===== src/design/tcce_pkg.sv =====
// shared constants, payload structs and control/status types for the console engine
package tcce_pkg;

  localparam int COLUMNS    = 80;
  localparam int ROWS       = 25;
  localparam int CELL_COUNT = COLUMNS * ROWS;
  localparam int ADDR_W     = $clog2(CELL_COUNT);
  localparam int COL_W      = $clog2(COLUMNS + 1);
  localparam int ROW_W      = $clog2(ROWS + 1);

  localparam logic [1:0] FN_PUT   = 2'd0;
  localparam logic [1:0] FN_READ  = 2'd1;
  localparam logic [1:0] FN_CLEAR = 2'd2;

  localparam logic [7:0] CH_BS      = 8'd8;
  localparam logic [7:0] CH_LF      = 8'd10;
  localparam logic [7:0] CH_CR      = 8'd13;
  localparam logic [7:0] CH_SPACE   = 8'd32;
  localparam logic [7:0] CH_LAST    = 8'd127;
  localparam logic [7:0] ATTR_RESET = 8'h0F;

  localparam logic [1:0] WR_NONE  = 2'd0;
  localparam logic [1:0] WR_PUT   = 2'd1;
  localparam logic [1:0] WR_BLANK = 2'd2;
  localparam logic [1:0] WR_COPY  = 2'd3;

  localparam logic [1:0] CNT_HOLD = 2'd0;
  localparam logic [1:0] CNT_ZERO = 2'd1;
  localparam logic [1:0] CNT_INC  = 2'd2;

  typedef struct packed {
    logic [1:0]  func;
    logic [7:0]  char_code;
    logic [10:0] cell_index;
  } req_t;

  typedef struct packed {
    logic [10:0] cursor_position;
    logic [15:0] cell_data;
    logic        scrolled;
  } res_t;

  typedef struct packed {
    logic       capture;
    logic       rd_en;
    logic       rd_copy;
    logic [1:0] wr_src;
    logic       put_step;
    logic       cur_home;
    logic [1:0] cnt_ctl;
    logic       res_load;
  } cmd_t;

  typedef struct packed {
    logic [1:0] func;
    logic       overflow;
    logic       cnt_zero;
    logic       cnt_copy_end;
    logic       cnt_last;
    logic       res_free;
  } sts_t;

endpackage


===== src/design/tcce_ctrl.sv =====
// sequencing state machine: request intake, put/read/clear steps, scroll and fill sweeps
module tcce_ctrl import tcce_pkg::*; (
  input  logic clk,
  input  logic rst,
  input  logic req_valid,
  output logic req_stall,
  input  sts_t sts,
  output cmd_t cmd
);

  localparam logic [2:0] S_INIT   = 3'd0;
  localparam logic [2:0] S_IDLE   = 3'd1;
  localparam logic [2:0] S_EXEC   = 3'd2;
  localparam logic [2:0] S_SCROLL = 3'd3;
  localparam logic [2:0] S_BLANK  = 3'd4;
  localparam logic [2:0] S_FILL   = 3'd5;
  localparam logic [2:0] S_DONE   = 3'd6;

  logic [2:0] state;
  logic [2:0] state_next;

  always_ff @(posedge clk) begin
    if (rst) begin
      state <= S_INIT;
    end else begin
      state <= state_next;
    end
  end

  assign req_stall = (state != S_IDLE);

  always_comb begin
    state_next = state;
    cmd        = '0;
    cmd.wr_src  = WR_NONE;
    cmd.cnt_ctl = CNT_HOLD;
    case (state)
      S_INIT, S_FILL: begin
        cmd.wr_src  = WR_BLANK;
        cmd.cnt_ctl = CNT_INC;
        if (sts.cnt_last) begin
          cmd.cnt_ctl = CNT_ZERO;
          state_next  = (state == S_INIT) ? S_IDLE : S_DONE;
        end
      end
      S_IDLE: begin
        if (req_valid) begin
          cmd.capture = 1'b1;
          state_next  = S_EXEC;
        end
      end
      S_EXEC: begin
        cmd.rd_en   = 1'b1;
        cmd.cnt_ctl = CNT_ZERO;
        if (sts.func == FN_PUT) begin
          cmd.wr_src   = WR_PUT;
          cmd.put_step = 1'b1;
          state_next   = sts.overflow ? S_SCROLL : S_DONE;
        end else if (sts.func == FN_CLEAR) begin
          cmd.cur_home = 1'b1;
          state_next   = S_FILL;
        end else begin
          state_next = S_DONE;
        end
      end
      S_SCROLL: begin
        // read one row ahead, write each read back one row up in the next cycle
        cmd.rd_en   = !sts.cnt_copy_end;
        cmd.rd_copy = 1'b1;
        cmd.wr_src  = sts.cnt_zero ? WR_NONE : WR_COPY;
        if (sts.cnt_copy_end) begin
          cmd.cnt_ctl = CNT_HOLD;
          state_next  = S_BLANK;
        end else begin
          cmd.cnt_ctl = CNT_INC;
        end
      end
      S_BLANK: begin
        cmd.wr_src  = WR_BLANK;
        cmd.cnt_ctl = CNT_INC;
        if (sts.cnt_last) begin
          cmd.cnt_ctl = CNT_ZERO;
          state_next  = S_DONE;
        end
      end
      S_DONE: begin
        if (sts.res_free) begin
          cmd.res_load = 1'b1;
          state_next   = S_IDLE;
        end
      end
      default: begin
        state_next = S_INIT;
      end
    endcase
  end

endmodule


===== config.mk =====
export PLATFORM = sky130hd
export DESIGN_NAME = tcce_ctrl
export DESIGN_NICKNAME = d
export VERILOG_FILES = /design/src/design/tcce_pkg.sv /design/src/design/tcce_ctrl.sv
export SDC_FILE = /design/constraint.sdc
export NUM_CORES = 1
export LEC_CHECK = 0
export BUFFER_PORTS_ARGS = -buffer_cell sky130_fd_sc_hd__buf_2
export CORE_AREA = 2 2 39 41
export DETAILED_ROUTE_END_ITERATION = 12
export DIE_AREA = 0 0 41 43
export MAX_ROUTING_LAYER = met4
export SETUP_SLACK_MARGIN = 0.3
export SYNTH_ARGS = -nofsm -noshare
export SYNTH_HDL_FRONTEND = slang
export SYNTH_SLANG_ARGS = --single-unit

===== constraint.sdc =====
create_clock -name clk -period 1.7 [get_ports clk]
set_input_delay 0.17 -clock clk [delete_from_list [all_inputs] [get_ports clk]]
set_output_delay 0.17 -clock clk [all_outputs]
set_load 0.01 [all_outputs]

# Word level (Yosys, flattened, before mapping)
# Index checks and enable logic that the tools add are counted.
totals:
  reg_bits: 3
  inputBits: 10
  out_inout_bits: 11
  elab_cells: 45
op_classes:
  eq_ne: 13
  muxes: 25
  n_reduce_logical: 6
ops:
  columns: ["op", "n"]
  rows:
  - ["$mux 3", 8]
  - ["$pmux 3 s6", 1]
  - ["$mux 2", 6]
  - ["$pmux 2 s3", 2]
  - ["$ne 2x2->1 const B", 5]
  - ["$eq 3x3->1 const B", 3]
  - ["$mux 1", 7]
  - ["$eq 3x2->1 const B", 2]
  - ["$reduce_and 5->1", 1]
  - ["$eq 3x1->1 const B", 1]
  - ["$logic_not 3->1", 1]
  - ["$ne 3x1->1 const B", 1]
  - ["$reduce_or 3->1", 1]
  - ["$eq 2x2->1 const B", 1]
  - ["$logic_not 2->1", 1]
  - ["$pmux 1 s2", 1]
  - ["$reduce_or 2->1", 1]
  - ["$logic_not 1->1", 1]

# Longest topological paths before layout
logic_depth:
  ltp_word: 4
  ltp_mapped: 5

# Worst setup path after synthesis
# OpenSTA, ideal clock, no wires.
synth_path:
  kind: "register to register"
  start: "register state[1]"
  end: "register state[0]"
  arrival_ps: 1424
  setup_slack_ps: 207
  path_stages_with_launch: 6
  period_less_slack_ps: 1493
  path_cell_list: "dfxtp_1 -> buf_2 -> nor2_2 -> a22o_1 -> or4_1 -> a21oi_1"
synth_between:
  elab_chain_len: 4
  elab_cells_between_ends: 17
  cone_classes: "11 x eq/ne; 3 x mux; 3 x reduce/logical"
synth_rtl:
  columns: ["item", "line_no", "rtl"]
  rows:
  - ["start, declared", "tcce_ctrl.sv:19", "logic [2:0] state;"]
  - ["start signal, assigned", "tcce_ctrl.sv:26", "state <= state_next;"]
  - ["$eq 3x3->1 / $logic_not 3->1 (equally long branches)", "tcce_ctrl.sv:37, tcce_ctrl.sv:43", null]
  - ["$reduce_or 2->1 / $mux 3 (equally long branches)", "tcce_ctrl.sv:37, tcce_ctrl.sv:43", null]
  - ["$ne 2x2->1 (no line) / $mux 3 (equally long branches)", null, null]
  - ["$reduce_and 5->1 (no line) / $pmux 3 s6 (equally long branches)", null, null]
# Parallel ways exist; a longest one is shown, timed or not. The select of a mux whose other input is x is not followed.
# A chain may end at the register's enable or synchronous reset.

==> metrics <==
vias in the first global route 391; clock skew 0.00376 ns; fill cell count 160; ANT cells 0; status completed; pwr dens 1660 nW/um^2; Die W 41 microns; die area 1760 sq um; Critical Path RT 1.53 ns; Max H-tree Level 1; Max-cap violations 0; Slew Limit Fails 0; TritonCTS Buffers 3; hold path cells 2; largest net degree at the start of global routing 10; Worst-Margin Slew 0.327 ns; Starting Density 23.6%; Synthesized Nets 59; WL final 985 microns; Crit path arrival time 1.23 ns; DRC viols 0; CP Depth 3; syn_area_per_cell 6.66 sq um; routed vias/inst 4.80; routed vias 446; Setup TNS 0 ns; slew margin rel. 78.1%; CTS tree built; Pre-Repair DR Iteration Count 4; initial antenna violation count 0; Total GRT Usage 13.2%; total global routing overflow 0; Post-Syn Instances 49; Die Y 43 microns; multi-input logic area 293 sq um; FF+latch count, synth 3; area share of the largest cell type after synthesis 18.4%; num ports 21; Clk pin slew, worst setup/hold paths 0.04 ns; share of the yosys chip area belonging to registers 18.4%; Netlist cell types 25; CP Class flip-flop to output pin; Worst Hold Class input pin to flip-flop; area grow syn2layout 81.6%; CP cell instances or3b_4, nor2_1, buf_2; wire length per cell 10.6 microns; CP max stage cell or3b_4; row count 14; Iteration-0 DRC Markers 5; Yosys warning total 0; unrepaired setup endpoints after global routing true; crit-path max cell delay 0.40 ns; Top reg by flops state; Period Utilization, post-route 82.5%; Largest regs state x3; Post-synth ARST share 0%; CP top delay family simple AND/OR/NAND/NOR gates; final-report setup violation count 0; Post-DRT Antenna Nets 0; Yosys top cell by area dfxtp_1; fin nets 88; Seq. cell area 71.3 sq um; Port Buf Inserts 20; first-pass GRT wire length 1.59 mm; EDFF count, synth 0; post-DP HPWL 715 microns; main area contributors after synthesis dfxtp_1, nor2_1, a21oi_1; R2R cell count 4; Largest register FFs 3; Post-Synthesis Cell Area 327 sq um; FMAX 0.713 GHz; crit-path max FO 7; Worst VDD drop 1.08 mV; layout cell share with drive strength beyond 1 55.8%; CTS sink cnt 3; GPL Wtd Cong 0.787; Bufs and invs on worst path 1; min Tclk post-route 1.40 ns; Core Region 1380 sq um; leak pwr 0.281 nW; Crit. End Element output pin; Worst-Skew Late Latency 0.23 ns; Fin. Hold Viols 0; dominant synthesized flop cell dfxtp_1; CP startpoint kind flip-flop; Root Buffer clkbuf_4; total power 987 uW; Clock Path Buffers 2
-- worst paths after layout --
check	to	slack [ns]	startpoint
setup / recovery	cmd[9]	0.30	state[0]
hold / removal	state[0]	0.12	rst
setup reg to reg	state[0]	0.30	state[2]
hold reg to reg	state[2]	0.57	state[2]
-- metal layers --
metal	up-vias	GRT usage, %	routed length, microns
met5	-	-	0
met4	0	0	0
met3	0	6.28	56
met2	11	19.4	498
met1	202	17.6	430
li1	233	-	-
-- layout make-up --
class / instances / area share (%)
multi-input cells: 40 / 49.4
clock buffers: 4 / 4.43
repair buffers: 26 / 28.3
well taps: 16 / 3.38
inverters: 4 / 2.53
flip-flops and latches: 3 / 12.0
-- cell usage after synthesis, types with 2 or more instances --
cell type and instances:
dfxtp_1 3, nor3b_1 2, nor3_1 2, a21oi_1 4, inv_1 4, nor4b_1 2, nor2_1 8, nand2_1 2
o21ai_0 4, nand2b_1 3
-- metrics by stage --
stage | hold slack [ns] | util (%) | worst slack [ns] | std cells | area [sq um]
after floorplan | 0.232 | - | 0.330 | 49 | 352
after global placement | 0.354 | 33.5 | 0.204 | 84 | 464
after detailed placement | 0.358 | 33.5 | 0.144 | 84 | 464
after CTS | 0.115 | 40.5 | 0.290 | 93 | 561
after global routing | 0.114 | 42.9 | 0.245 | 93 | 593
final | 0.116 | 42.9 | 0.298 | 93 | 593
-- logic make-up (layout without fill, tap and decap cells) --
group	after synthesis	count (layout)	synth area share, %
muxes	1	1	3.45
buffers and inverters	6	34	7.28
and+or+nand+nor	26	26	44.8
AOI/OAI and AO/OA	13	13	26.1
DFF	3	3	18.4
-- report_power, final --
group / internal, mW / total [mW] / leakage [nW] / switching [mW]
Combinational: 0.382 / 0.680 / 0.239 / 0.299
Sequential: 0.119 / 0.184 / 0.0267 / 0.0651
Clock: 0.0878 / 0.123 / 0.0150 / 0.0350
-- timing repair --
item | in CTS | in global routing
gates resized for setup | 7 | 8
setup endpoints to repair | 12 | 7
pin swaps | 1 | 0
buffers inserted | 5 | 0
cloned | 0 | 0
hold buffers | 0 | 0
-- cell usage in the layout (no fill, tap or decap), types with 2 or more instances in the layout --
| cell | instances |
|---|---|
| nand2b_4 | 2 |
| nor2_2 | 2 |
| inv_1 | 4 |
| buf_2 | 19 |
| nand2_1 | 2 |
| buf_4 | 4 |
| a21oi_1 | 4 |
| buf_6 | 2 |
| nor2_1 | 7 |
| clkbuf_4 | 3 |
| nor3b_1 | 2 |
| o21ai_0 | 3 |
| dfxtp_4 | 3 |
(Power assumes the default switching activity.)
